===== config.mk =====
export PLATFORM = sky130hd
export DESIGN_NAME = json5_string_unescape
export DESIGN_NICKNAME = d
export VERILOG_FILES = /design/src/hw/rtl/j5u_pkg.sv /design/src/hw/rtl/json5_string_unescape.sv /design/src/hw/rtl/j5u_decode.sv /design/src/hw/rtl/j5u_out_queue.sv
export SDC_FILE = /design/constraint.sdc
export NUM_CORES = 1
export LEC_CHECK = 0
export BUFFER_PORTS_ARGS = -buffer_cell sky130_fd_sc_hd__buf_4
export CAP_MARGIN = 40
export CELL_PAD_IN_SITES_DETAIL_PLACEMENT = 1
export CELL_PAD_IN_SITES_GLOBAL_PLACEMENT = 2
export CORE_UTILIZATION = 36
export DETAILED_ROUTE_END_ITERATION = 8
export GPL_TIMING_DRIVEN = 1
export PLACE_DENSITY = 0.83
export SETUP_SLACK_MARGIN = 0.5
export SLEW_MARGIN = 20
export SYNTH_ARGS = -nofsm -noshare
export SYNTH_HDL_FRONTEND = slang
export SYNTH_SLANG_ARGS = --single-unit

===== constraint.sdc =====
create_clock -name clk -period 6 [get_ports clk]
set_clock_uncertainty 0.1 [all_clocks]
set_input_delay 0.3 -clock clk [delete_from_list [all_inputs] [get_ports clk]]
set_output_delay 0.3 -clock clk [all_outputs]
set_load 0.005 [all_outputs]

===== src/hw/rtl/j5u_pkg.sv =====
// Shared types, character codes and helper functions for the JSON5 string unescaper.
// Has no dependencies. Every other file imports it.
package j5u_pkg;

    localparam int MAX_RESULTS = 3;
    localparam int QUEUE_DEPTH = 4;
    localparam int QCNT_W      = $clog2(QUEUE_DEPTH + 1);
    localparam int PCNT_W      = $clog2(MAX_RESULTS + 1);
    localparam int CP_KEEP_W   = 12;

    typedef struct packed {
        logic [7:0] in_byte;
        logic       start_req;
        logic       end_of_input;
    } in_item_t;

    typedef struct packed {
        logic [7:0] out_byte;
        logic       byte_valid;
        logic       last;
        logic [2:0] error_code;
    } out_item_t;

    typedef enum logic [2:0] {
        MODE_IDLE     = 3'd0,
        MODE_BODY     = 3'd1,
        MODE_ESC      = 3'd2,
        MODE_HEX      = 3'd3,
        MODE_AFTER_CR = 3'd4
    } mode_t;

    typedef enum logic [2:0] {
        ERR_NONE    = 3'd0,
        ERR_NEWLINE = 3'd1,
        ERR_ESCAPE  = 3'd2,
        ERR_HEX     = 3'd3,
        ERR_EOI     = 3'd4
    } err_t;

    localparam logic [7:0] CH_LF     = 8'h0A;
    localparam logic [7:0] CH_CR     = 8'h0D;
    localparam logic [7:0] CH_DQUOTE = 8'h22;
    localparam logic [7:0] CH_SQUOTE = 8'h27;
    localparam logic [7:0] CH_SLASH  = 8'h2F;
    localparam logic [7:0] CH_BSLASH = 8'h5C;
    localparam logic [7:0] CH_B      = 8'h62;
    localparam logic [7:0] CH_F      = 8'h66;
    localparam logic [7:0] CH_N      = 8'h6E;
    localparam logic [7:0] CH_R      = 8'h72;
    localparam logic [7:0] CH_T      = 8'h74;
    localparam logic [7:0] CH_U      = 8'h75;
    localparam logic [7:0] CTL_BS    = 8'h08;
    localparam logic [7:0] CTL_FF    = 8'h0C;
    localparam logic [7:0] CTL_TAB   = 8'h09;

    // Return {is_hex, value}.
    function automatic logic [4:0] hex_digit(input logic [7:0] c);
        logic [4:0] r;
        r = '0;
        if (c >= 8'h30 && c <= 8'h39)
        begin
            r = {1'b1, c[3:0]};
        end
        else if ((c >= 8'h61 && c <= 8'h66) || (c >= 8'h41 && c <= 8'h46))
        begin
            r = {1'b1, c[3:0] + 4'd9};
        end
        return r;
    endfunction

    function automatic out_item_t byte_item(input logic [7:0] b);
        out_item_t r;
        r.out_byte   = b;
        r.byte_valid = 1'b1;
        r.last       = 1'b0;
        r.error_code = ERR_NONE;
        return r;
    endfunction

    function automatic out_item_t end_item(input err_t e);
        out_item_t r;
        r.out_byte   = '0;
        r.byte_valid = 1'b0;
        r.last       = 1'b1;
        r.error_code = e;
        return r;
    endfunction

endpackage


===== src/hw/rtl/json5_string_unescape.sv =====
// Top level of the JSON5 string unescaper: input register, decoder, result queue.
// Depends on j5u_pkg, j5u_decode and j5u_out_queue.
//
//  Channel | Handshake               | Payload
//  --------+-------------------------+-----------------------------------------
//  input   | in_valid / in_stall     | in_data  : in_item_t  (byte, start, end)
//  output  | out_valid / out_stall   | out_data : out_item_t (byte, flags, code)
//
// One item is taken per cycle while in_stall is low. An accepted item is held
// in the input register, then its results wait in the result queue. A \u escape
// that encodes to two or three bytes pushes them all at once; they leave by the
// single output port in turn, and the four-entry queue sets how soon input stalls.
// Reset clears the scanner state and empties the queue; no clearing pass.
// Stalls on the output back up into the queue and then onto in_stall.
module json5_string_unescape
    import j5u_pkg::*;
(
    input  logic      clk,
    input  logic      rst_n,
    input  logic      in_valid,
    output logic      in_stall,
    input  in_item_t  in_data,
    output logic      out_valid,
    input  logic      out_stall,
    output out_item_t out_data
);

    // Input register: holds the item being decoded this cycle.
    logic     in_valid_reg, in_valid_next;
    in_item_t in_item_reg;

    logic              in_accept;
    logic              advance;
    logic              pop;
    logic [PCNT_W-1:0] push_cnt;
    out_item_t         push_items [MAX_RESULTS];
    logic [QCNT_W-1:0] space;

    // Advance the held item once all of its results fit in the queue.
    assign advance   = in_valid_reg && (space >= QCNT_W'(push_cnt));
    assign in_stall  = in_valid_reg && !advance;
    assign in_accept = in_valid && !in_stall;
    assign pop       = out_valid && !out_stall;

    assign in_valid_next = in_accept ? 1'b1 : (advance ? 1'b0 : in_valid_reg);

    always_ff @(posedge clk or negedge rst_n)
    begin
        if (!rst_n)
        begin
            in_valid_reg <= 1'b0;
        end
        else
        begin
            in_valid_reg <= in_valid_next;
        end
    end

    // Payload: load on accept, otherwise hold.
    always_ff @(posedge clk)
    begin
        if (in_accept)
        begin
            in_item_reg <= in_data;
        end
    end

    j5u_decode u_decode (
        .clk        (clk),
        .rst_n      (rst_n),
        .item       (in_item_reg),
        .advance    (advance),
        .push_cnt   (push_cnt),
        .push_items (push_items)
    );

    j5u_out_queue u_queue (
        .clk        (clk),
        .rst_n      (rst_n),
        .push       (advance),
        .push_cnt   (push_cnt),
        .push_items (push_items),
        .pop        (pop),
        .head_valid (out_valid),
        .head       (out_data),
        .space      (space)
    );

endmodule


===== src/hw/rtl/j5u_decode.sv =====
// Scanner state and combinational decode of one registered input item.
// Depends on j5u_pkg.
module j5u_decode
    import j5u_pkg::*;
(
    input  logic      clk,
    input  logic      rst_n,
    input  in_item_t  item,
    input  logic      advance,
    output logic [PCNT_W-1:0] push_cnt,
    output out_item_t push_items [MAX_RESULTS]
);

    mode_t                mode_reg, mode_next;
    logic                 sq_reg, sq_next;
    logic [1:0]           hex_cnt_reg, hex_cnt_next;
    logic [CP_KEEP_W-1:0] cp_reg, cp_next;

    logic        active;
    logic        do_body;
    logic [7:0]  c;
    logic [7:0]  quote;
    logic [4:0]  hx;
    logic [15:0] full_cp;

    assign c       = item.in_byte;
    assign quote   = sq_reg ? CH_SQUOTE : CH_DQUOTE;
    assign hx      = hex_digit(c);
    assign full_cp = {cp_reg, hx[3:0]};
    assign active  = (mode_reg == MODE_BODY) || (mode_reg == MODE_ESC) ||
                     (mode_reg == MODE_HEX) || (mode_reg == MODE_AFTER_CR);

    always_comb
    begin
        mode_next    = mode_reg;
        sq_next      = sq_reg;
        hex_cnt_next = hex_cnt_reg;
        cp_next      = cp_reg;
        push_cnt     = '0;
        do_body      = 1'b0;
        for (int i = 0; i < MAX_RESULTS; i++)
        begin
            push_items[i] = '0;
        end

        if (item.end_of_input)
        begin
            mode_next = MODE_IDLE;
            if (active)
            begin
                hex_cnt_next  = '0;
                cp_next       = '0;
                push_cnt      = PCNT_W'(1);
                push_items[0] = end_item(ERR_EOI);
            end
        end
        else if (item.start_req)
        begin
            mode_next    = MODE_BODY;
            sq_next      = (c == CH_SQUOTE);
            hex_cnt_next = '0;
            cp_next      = '0;
        end
        else
        begin
            unique case (mode_reg)
                MODE_BODY:
                begin
                    do_body = 1'b1;
                end
                MODE_AFTER_CR:
                begin
                    if (c == CH_LF)
                    begin
                        mode_next     = MODE_BODY;
                        push_cnt      = PCNT_W'(1);
                        push_items[0] = byte_item(c);
                    end
                    else
                    begin
                        do_body = 1'b1;
                    end
                end
                MODE_ESC:
                begin
                    mode_next = MODE_BODY;
                    push_cnt  = PCNT_W'(1);
                    unique case (c)
                        CH_DQUOTE, CH_SLASH, CH_SQUOTE, CH_BSLASH, CH_LF:
                            push_items[0] = byte_item(c);
                        CH_CR:
                        begin
                            mode_next     = MODE_AFTER_CR;
                            push_items[0] = byte_item(c);
                        end
                        CH_B: push_items[0] = byte_item(CTL_BS);
                        CH_F: push_items[0] = byte_item(CTL_FF);
                        CH_N: push_items[0] = byte_item(CH_LF);
                        CH_R: push_items[0] = byte_item(CH_CR);
                        CH_T: push_items[0] = byte_item(CTL_TAB);
                        CH_U:
                        begin
                            mode_next    = MODE_HEX;
                            hex_cnt_next = '0;
                            cp_next      = '0;
                            push_cnt     = '0;
                        end
                        default:
                        begin
                            mode_next     = MODE_IDLE;
                            hex_cnt_next  = '0;
                            cp_next       = '0;
                            push_items[0] = end_item(ERR_ESCAPE);
                        end
                    endcase
                end
                MODE_HEX:
                begin
                    if (!hx[4])
                    begin
                        mode_next     = MODE_IDLE;
                        hex_cnt_next  = '0;
                        cp_next       = '0;
                        push_cnt      = PCNT_W'(1);
                        push_items[0] = end_item(ERR_HEX);
                    end
                    else if (hex_cnt_reg != 2'd3)
                    begin
                        cp_next      = {cp_reg[CP_KEEP_W-5:0], hx[3:0]};
                        hex_cnt_next = hex_cnt_reg + 2'd1;
                    end
                    else
                    begin
                        // Fourth digit: encode the code point as UTF-8.
                        mode_next    = MODE_BODY;
                        hex_cnt_next = '0;
                        cp_next      = '0;
                        if (full_cp[15:7] == '0)
                        begin
                            push_cnt      = PCNT_W'(1);
                            push_items[0] = byte_item({1'b0, full_cp[6:0]});
                        end
                        else if (full_cp[15:11] == '0)
                        begin
                            push_cnt      = PCNT_W'(2);
                            push_items[0] = byte_item({3'b110, full_cp[10:6]});
                            push_items[1] = byte_item({2'b10, full_cp[5:0]});
                        end
                        else
                        begin
                            push_cnt      = PCNT_W'(3);
                            push_items[0] = byte_item({4'b1110, full_cp[15:12]});
                            push_items[1] = byte_item({2'b10, full_cp[11:6]});
                            push_items[2] = byte_item({2'b10, full_cp[5:0]});
                        end
                    end
                end
                default:
                begin
                    mode_next = MODE_IDLE;
                end
            endcase

            if (do_body)
            begin
                mode_next = MODE_BODY;
                if (c == quote)
                begin
                    mode_next     = MODE_IDLE;
                    hex_cnt_next  = '0;
                    cp_next       = '0;
                    push_cnt      = PCNT_W'(1);
                    push_items[0] = end_item(ERR_NONE);
                end
                else if (c == CH_LF || c == CH_CR)
                begin
                    mode_next     = MODE_IDLE;
                    hex_cnt_next  = '0;
                    cp_next       = '0;
                    push_cnt      = PCNT_W'(1);
                    push_items[0] = end_item(ERR_NEWLINE);
                end
                else if (c == CH_BSLASH)
                begin
                    mode_next = MODE_ESC;
                end
                else
                begin
                    push_cnt      = PCNT_W'(1);
                    push_items[0] = byte_item(c);
                end
            end
        end
    end

    always_ff @(posedge clk or negedge rst_n)
    begin
        if (!rst_n)
        begin
            mode_reg    <= MODE_IDLE;
            sq_reg      <= 1'b0;
            hex_cnt_reg <= '0;
            cp_reg      <= '0;
        end
        else if (advance)
        begin
            mode_reg    <= mode_next;
            sq_reg      <= sq_next;
            hex_cnt_reg <= hex_cnt_next;
            cp_reg      <= cp_next;
        end
    end

endmodule


===== src/hw/rtl/j5u_out_queue.sv =====
// Short shifting result queue: takes up to three items a cycle, hands out one.
// Depends on j5u_pkg.
module j5u_out_queue
    import j5u_pkg::*;
(
    input  logic              clk,
    input  logic              rst_n,
    input  logic              push,
    input  logic [PCNT_W-1:0] push_cnt,
    input  out_item_t         push_items [MAX_RESULTS],
    input  logic              pop,
    output logic              head_valid,
    output out_item_t         head,
    output logic [QCNT_W-1:0] space
);

    out_item_t         q_reg  [QUEUE_DEPTH];
    out_item_t         q_next [QUEUE_DEPTH];
    logic [QCNT_W-1:0] count_reg, count_next;
    logic [QCNT_W-1:0] base;
    logic [QCNT_W-1:0] n_in;
    logic [QCNT_W-1:0] rel [QUEUE_DEPTH];

    assign base       = count_reg - QCNT_W'(pop);
    assign n_in       = push ? QCNT_W'(push_cnt) : '0;
    assign space      = QCNT_W'(QUEUE_DEPTH) - base;
    assign head_valid = (count_reg != '0);
    assign head       = q_reg[0];
    assign count_next = base + n_in;

    always_comb
    begin
        for (int i = 0; i < QUEUE_DEPTH; i++)
        begin
            rel[i] = QCNT_W'(i) - base;
            if (QCNT_W'(i) >= base && rel[i] < n_in)
            begin
                q_next[i] = push_items[rel[i][PCNT_W-1:0]];
            end
            else if (pop)
            begin
                q_next[i] = q_reg[(i + 1) % QUEUE_DEPTH];
            end
            else
            begin
                q_next[i] = q_reg[i];
            end
        end
    end

    always_ff @(posedge clk)
    begin
        for (int i = 0; i < QUEUE_DEPTH; i++)
        begin
            q_reg[i] <= q_next[i];
        end
    end

    always_ff @(posedge clk or negedge rst_n)
    begin
        if (!rst_n)
        begin
            count_reg <= '0;
        end
        else
        begin
            count_reg <= count_next;
        end
    end

endmodule


-- Yosys cells after proc, flatten, opt, wreduce, memory -nomap -nowiden
Memories as Yosys holds them, arrays and structs flattened.
Cells that the tools add are included.
- add/subtract/negate cells: 9
- magnitude comparators: 19
- equality and inequality tests: 22
- mux-type cells: 100
- bitwise logic cells: 5
- reduce and logical (&&, ||, !) cells: 29
- operators with widths (kind ; number):
    $mux W13 ; 25
    $mux W26 ; 10
    $mux W12 ; 9
    $bmux W13 S2 ; 4
    $pmux W13 S7 ; 1
    $mux W39 ; 2
    $eq A8 B7 Y1 const B ; 7
    $mux W2 ; 21
    $pmux W13 S3 ; 1
    $eq A8 B6 Y1 const B ; 3
    $mux W24 ; 1
    $mux W3 ; 8
    $pmux W12 S2 ; 1
    $eq A8 B4 Y1 const B ; 2
    $ge A8 B7 Y1 const B ; 2
    $le A8 B7 Y1 const B ; 2
    $ge A3 B3 Y1 const B ; 4
    $lt A3 B3 Y1 ; 4
    $not A2 Y3 ; 4
    $pmux W3 S4 ; 1
    $logic_and A1 B1 Y1 ; 11
    $reduce_or A11 Y1 ; 1
    $mux W5 ; 2
    $reduce_or A10 Y1 ; 1
    38 further kinds ; 57
- register bits after elaboration: 32
- RAM bits: 52
- output and inout bits: 15
- memories kept: 1
- memory list (memory ; depth ; bits a word ; read ports ; clocked after Yosys merged registers in ; write ports ; line ; text):
    u_queue.q_reg ; 4 ; 13 ; 4 ; 0 ; 4 ; j5u_out_queue.sv:17 ; out_item_t q_reg [QUEUE_DEPTH];

-- Longest topological paths before layout
Gate-level depths: netlist (run 1).
- word-level depth: 26
- gate-level depth with buffers: 25
- mapped depth without buffers: 20

-- Hierarchy
From an unflattened synthesis (run 1), not the netlist that was laid out.
- cell total of the unflattened synthesis: 693
- area, all modules: 6394.9 um^2
- modules (own cells, without submodules) (module ; times used ; cells an instance ; area each (um^2) ; sequential area each (um^2)):
    j5u_out_queue ; 1 ; 362 ; 3637.2 ; 1636.6
    j5u_decode ; 1 ; 308 ; 2324.7 ; 450.4
    json5_string_unescape ; 1 ; 23 ; 432.9 ; 325.3

-- Least setup slack after synthesis (run 1)
No wires, ideal clock.
- kind: register to register
- from: register, netlist name u_queue.count_reg[1]
- to: memory u_queue.q_reg[0][0] (netlist bit), enable pin
- setup time: 356 ps
- data arrival time: 5360 ps
- data required time: 5544 ps
- path slack: 184 ps
- stages on the path, launching flop included: 24
- buffers on the path: 6
- clock period less this slack: 5816 ps
- cells stage by stage: dfrtp_1 -> or3_1 -> nand2b_1 -> inv_1 -> ha_1 -> ha_1 -> buf_2 -> inv_1 -> clkbuf_1 -> ha_1 -> clkbuf_1 -> inv_1 -> clkbuf_1 -> ha_1 -> nand2b_1 -> a21oi_1 -> nor2b_1 -> nand3_1 -> ha_1 -> nor2b_1 -> or4_1 -> clkbuf_1 -> clkbuf_1 -> nand2_1
- RTL lines (what ; line):
    end: declaration ; j5u_out_queue.sv:17

==> results of run 1 <==
==> layout by cell type (no fill, tap or decap), types with 13 or more instances in the layout <==
cell type | netlist | final
edfxtp_1 | 62 | 62
nand3_1 | 14 | 13
nand2_1 | 61 | 58
nor2_1 | 49 | 48
a22o_1 | 17 | 17
dfrtp_1 | 22 | 22
buf_4 | 0 | 49
a31oi_1 | 15 | 15
a21oi_1 | 35 | 34
o21ai_0 | 39 | 39
ha_1 | 22 | 22
inv_1 | 18 | 18
==> kinds of logic (layout without fill, tap and decap cells) <==
kind of cell | count (synthesis) | in the layout | share of synthesized area, %
compound gates | 205 | 205 | 26.6
xor+xnor | 6 | 6 | 0.917
fa+ha+maj | 23 | 23 | 5.16
buf+inv | 57 | 85 | 4.35
flops | 84 | 84 | 42.1
mux | 6 | 6 | 1.14
simple gates | 215 | 215 | 19.7
==> cell usage after synthesis, drive strengths merged (13+ instances only) <==
| cell type | instances | area share, % |
|---|---|---|
| inv | 18 | 1.2 |
| buf | 17 | 1.7 |
| nor3 | 13 | 1.3 |
| a21oi | 36 | 3.2 |
| a31oi | 16 | 1.9 |
| a22o | 17 | 2.6 |
| nand2 | 61 | 4.0 |
| edfxtp | 62 | 33 |
| nand3 | 14 | 1.2 |
| dfrtp | 22 | 9.6 |
| ha | 22 | 4.8 |
| nor2 | 50 | 3.3 |
| clkbuf | 22 | 1.5 |
| o21ai | 41 | 3.6 |
==> metal layers <==
layer	global-route usage (%)	up-vias
met5	0	-
met4	10.9	0
met3	4.17	41
met2	40.9	165
met1	32.0	2657
li1	-	2352
==> stage by stage <==
stage                     hold WS (ns)  power (uW)  setup slack, ns  std cells
after global routing           0.00516        3990            0.528        835
after detailed placement         0.133        3140            0.451        815
after floorplan                -0.0956        2410            0.543        596
final                           0.0137        3750            0.811        835
after CTS                      0.00306        3750            0.599        835
after global placement           0.125        3040            0.723        814
==> power groups by stage <==
stage          combinational, uW  clock, uW  sequential (uW)
6_report                    2040        575             1140
5_1_grt                     2230        602             1160
4_1_cts                     2030        583             1140
3_5_place_dp                1990          0             1150
3_3_place_gp                1910          0             1130
2_1_floorplan               1330          0             1080
==> layout make-up <==
class / instances / share of cell area (%)
Inverter: 18 / 1.03
Timing Repair Buffer: 51 / 5.86
Multi-Input combinational cell: 455 / 47.6
Clock buffer: 9 / 3.44
Sequential cell: 84 / 36.9
Tap cell: 211 / 4.04
Clock inverter: 7 / 1.17
==> how the worst max path moves through the flow <==
| stage | endpoint | slack, ns | cells after the start |
|---|---|---|---|
| detailed placement | u_queue.q_reg[1][11] | 0.45 | 18 |
| global route | u_queue.q_reg[0][11] | 0.53 | 19 |
| CTS | u_queue.q_reg[3][6] | 0.60 | 19 |
| global placement | u_queue.q_reg[0][6] | 0.72 | 20 |
| finish | u_queue.q_reg[0][6] | 0.81 | 20 |
| floorplan | u_queue.q_reg[0][6] | 0.54 | 23 |
==> critical path: stages (launching register included) <==
cell,delay [ns]
edfxtp_1,0.55
inv_1,0.22
ha_1,0.22
or3b_2,0.47
and3_1,0.25
nor2_2,0.22
a21o_1,0.12
a221oi_1,0.08
o21ai_0,0.27
ha_1,0.28
nand2b_1,0.14
a21oi_1,0.23
nor2b_2,0.06
buf_4,0.16
nand3_2,0.13
ha_1,0.25
nor2b_1,0.16
or4_4,0.62
nor2_1,0.24
a32oi_1,0.13
o31ai_1,0.12
==> timing repair <==
action / 4_1_cts / 5_1_grt
hold buffers: 1 / 0
setup buffers: 3 / 0
pin swaps: 1 / 0
resized for setup: 2 / 3
setup endpoints to repair: 16 / 74
endpoints found under the hold margin: 22 / 0
==> results.ini, run 1 <==
[outcome]
status = completed

[sta]
period_share_pct = 86.5
drv_slew = 0
setup_violations = 0
fin_crit_ns = 5.19
rsz0062_at_grt = false
hold_viol_final = 0
setup_tns_ns = 0
fmax_mhz = 193
max-slew-margin-rel_pct = 41.1
tightest_slew_ns = 0.879

[routing]
wire_per_inst_um = 23.4
dr_wl_met3_um = 861
drt-met1-wl_mm = 8.69
routed_wl_mm = 19.5
drt_first_pass_iters = 5
num_vias = 5215
ant_nets = 0
first_iter_violations = 423
drc = 0
top_signal_layer_used = met4
wl_met2_mm = 9.36
detail_route.vias_per_cell = 6.25

[global_route]
antenna_found_initial = 0
gr-usage-all-layers_pct = 24.8
grt_max_degree = 34
grt_pass1_wl_mm = 30.6
grt_pass1_vias = 5425
grt.overflow.total = 0

[setup_path]
worstPathRequired_ns = 6.08
cp_max_fo = 15
arrival_ns = 5.27
reg2reg_depth = 20
worstSetupStartpointType = flop
reg2reg_from = in_item_reg[2]
rr_endpoint = u_queue.q_reg[0][6]
startpoint = in_item_reg[2]
end_kind = flop
path_class = flop to flop
reg2reg_slack_ns = 0.81

[die]
fp-row-count = 45
core_area_um2 = 15400
die-area_um2 = 16400
die_h_um = 128
ios = 29
fp.dieW_um = 128
initial_core_util_pct = 37.3

[placed_design]
dp.final_hpwl_mm = 14.4
portBuffers = 28
place.gp.congestion = 0.933
dpl_cell_area_um2 = 6190

[layout]
register_area_um2 = 2410
design_area_um2 = 6540
drive_above_1_share_pct = 17.0
fin_util_pct = 42.5
areaGrowthSynthToFinish_pct = 14.2
nets = 656
nFillCells = 1764
antenna_cells = 0
largest_reg_flops = 52
multi_input_area_um2 = 3110

[clocking]
insertion_delay_ns = 0.36
clock_path_buffers = 2
clk_pin_slew_ns = 0.07
numCtsBuffers = 9
root_buffer = clkbuf_16
clkSinkCount = 84
cts_tree = done
htree_levels = 3

[synth]
syn_avg_cell_area_um2 = 9.61
ys.warnings.count = 0
synthFlopType = edfxtp_1
synth_edf_count = 62
async_reset_ff_share_pct = 26.2
syn-num-nets = 633
mappedNetlistArea_um2 = 5730
synth_cell_types = 86
ys_seq_area_share_pct = 42.1
syn_inst = 596
synth-seq-cells = 84

[power_and_ir_drop]
p_sw_uw = 1740
p_int_uw = 2010
p_comb_share_pct = 54.4
power.density_nw_per_um2 = 574
seq_power_share_pct = 30.3
ir_drop_uv = 368
leakagePower_uw = 0.00245
clkPwrFrac_pct = 15.3
p_sw_share_pct = 46.5

[min_path]
worstHoldPathType = primary input to flop
min_to = in_item_reg[4]
min_path_cells = 1
hold_start = in_data[4]

[run]
maxCapViolations = 0

Note: power is estimated with default switching activity, not from simulation.
==> run 2: changes to the inputs <==
--- a/config.mk
+++ b/config.mk
@@ -9,9 +9,11 @@
 export CAP_MARGIN = 40
 export CELL_PAD_IN_SITES_DETAIL_PLACEMENT = 1
 export CELL_PAD_IN_SITES_GLOBAL_PLACEMENT = 2
+export CORE_ASPECT_RATIO = 1.2
 export CORE_UTILIZATION = 36
 export DETAILED_ROUTE_END_ITERATION = 8
 export GPL_TIMING_DRIVEN = 1
+export MAX_ROUTING_LAYER = met4
 export PLACE_DENSITY = 0.83
 export SETUP_SLACK_MARGIN = 0.5
 export SLEW_MARGIN = 20
==> run 2 against run 1 <==
Effect of this change:
- core utilization decreased by 0.62 points
- highest routed layer unchanged
- clock power increased by 8.9%
- sequential power about the same
- largest power group unchanged
- total power about the same
- critical path type unchanged
- worst hold slack got worse by 0.0036 ns
- sequential share of layout area about the same
- fmax increased by 0.15%
==> results.ini, run 2 (synthesis results as in run 1) <==
[outcome]
status = completed

[setup_path]
worstSetupStartpointType = flop
cp_max_fo = 20  ; +5
worstPathRequired_ns = 6.02  ; -0.06 ns
end_kind = flop
startpoint = in_item_reg[2]
reg2reg_depth = 22  ; +10%
reg2reg_from = in_item_reg[2]
path_class = flop to flop
reg2reg_slack_ns = 0.82  ; about the same
rr_endpoint = u_queue.q_reg[1][6]
arrival_ns = 5.20  ; -0.07 ns

[die]
die-area_um2 = 16400  ; about the same
fp-row-count = 50  ; +11%
die_h_um = 140  ; +9.4%
fp.dieW_um = 117  ; -8.6%
ios = 29  ; unchanged
initial_core_util_pct = 36.8  ; -0.49 points
core_area_um2 = 15600  ; +1.3%

[min_path]
min_path_cells = 1  ; unchanged
min_to = in_item_reg[6]
hold_start = in_data[6]
worstHoldPathType = primary input to flop

[layout]
antenna_cells = 0  ; unchanged
final_cell_mix = edfxtp_1 (62), nand2_1 (57), nor2_1 (48)
areaGrowthSynthToFinish_pct = 14.0
final_common_cell = edfxtp_1
nets = 652  ; -0.61%
drive_above_1_share_pct = 16.5  ; -0.54 points
largest_reg_flops = 52  ; unchanged

[sta]
hold_viol_final = 0  ; unchanged
timing.hold.ws_ns = 0.0101  ; -0.00361 ns
drv_slew = 0  ; unchanged
fin_crit_ns = 5.18  ; -0.00793 ns
rsz0062_at_grt = false
setup_violations = 0  ; unchanged
tightest_slew_ns = 0.822  ; -0.0564 ns
max-slew-margin-rel_pct = 44.9  ; +3.8 points
period_share_pct = 86.4  ; -0.13 points
fmax_mhz = 193  ; +0.15%
setup_tns_ns = 0  ; unchanged

[global_route]
met2_usage_pct = 41.3  ; +0.41 points
grt_pass1_wl_mm = 30.4  ; -0.70%
grt_pass1_vias = 5293  ; -2.4%
grt_max_degree = 34  ; unchanged
grt.overflow.total = 0  ; unchanged
gr-usage-all-layers_pct = 25.7  ; +0.85 points
busiest_layer = met2
grtUsageMet1_pct = 31.2  ; -0.75 points
use_met3_pct = 3.81  ; -0.37 points
antenna_found_initial = 0  ; unchanged

[power_and_ir_drop]
total_power_uw = 3750  ; about the same
leakagePower_uw = 0.00244  ; -0.32%
ir_drop_uv = 200  ; -46%
power.density_nw_per_um2 = 574  ; about the same

[placed_design]
dp.final_hpwl_mm = 14.1  ; -2.1%
place.gp.congestion = 0.935  ; +0.21%
portBuffers = 28  ; unchanged

[clocking]
numCtsBuffers = 9  ; unchanged
clkSinkCount = 84  ; unchanged
postCtsSetupRepairBufs = 0  ; -3
cts_tree = done
htree_levels = 3  ; unchanged
clock_path_buffers = 2  ; unchanged
clk_pin_slew_ns = 0.07  ; about the same
insertion_delay_ns = 0.36  ; about the same
root_buffer = clkbuf_16

[routing]
wire_per_inst_um = 23.2  ; -0.56%
routed_wl_mm = 19.2  ; -1.4%
drt_first_pass_iters = 4  ; -1
ant_nets = 0  ; unchanged
drc = 0  ; unchanged
num_vias = 5122  ; -1.8%
detail_route.vias_per_cell = 6.19  ; -0.95%
first_iter_violations = 360  ; -15%

[run]
maxCapViolations = 0  ; unchanged

==> run 2: cell type report <==
cell class	instances	area (um2)
sequential	84	2410
multi-input combinational	455	3110
fill	1754	9050
clock inverter	7	98.8
inverter	18	67.6
timing repair buffer	47	353
tap	208	260
clock buffer	9	225
==> run 2: worst max path at each step <==
stage,endpoint,slack (ns),depth (start not counted)
6_report,u_queue.q_reg[1][6],0.82,22
5_1_grt,u_queue.q_reg[1][6],0.54,22
4_1_cts,u_queue.q_reg[0][6],0.55,20
3_5_place_dp,u_queue.q_reg[0][6],0.61,20
3_3_place_gp,u_queue.q_reg[0][8],0.86,20
2_1_floorplan,u_queue.q_reg[0][6],0.54,23
==> run 2: where the power goes <==
group / internal, uW / switching [uW] / leakage, uW
sequential: 1000 / 130 / 0.000905
clock: 367 / 259 / 0.000158
combinational: 701 / 1290 / 0.00138
total: 2070 / 1680 / 0.00244
==> run 2: stage by stage <==
step                instances  setup WS, ns  util [%]  cell area [um2]
finish                    828         0.819      41.9             6530
global route              828         0.545      41.9             6530
CTS                       828         0.553      41.8             6510
detailed placement        811         0.606      39.7             6180
global placement          810         0.865      39.6             6170
floorplan                 596         0.543         -             5750
==> run 2: what timing repair did <==
item / 4_1_cts / 5_1_grt
hold endpoints to repair: 22 / 0
setup endpoints to repair: 0 / 66
gates resized for setup: 0 / 6
hold buffers: 1 / 0
==> run 2: metal layers <==
layer | up-vias | wire length, um
met1 | 2607 | 8170
met2 | 140 | 9600
met4 | 0 | 780
met5 | - | 0
li1 | 2326 | -
met3 | 49 | 679
==> run 2: worst max-delay path, cell delays in order (launching register included) <==
cell and delay (ns):
edfxtp_1 0.55, inv_1 0.22, ha_1 0.22, or3b_2 0.49
and3_1 0.24, nor2_2 0.21, a21o_1 0.12, a221oi_1 0.07
o21ai_0 0.21, ha_1 0.27, nand2b_1 0.14, a21oi_1 0.23
nor2b_2 0.06, buf_4 0.16, and2_1 0.19, ha_1 0.21
inv_1 0.10, nand2_1 0.07, nand4b_1 0.11, buf_4 0.30
nor2_1 0.14, a32o_1 0.30, a31o_2 0.22
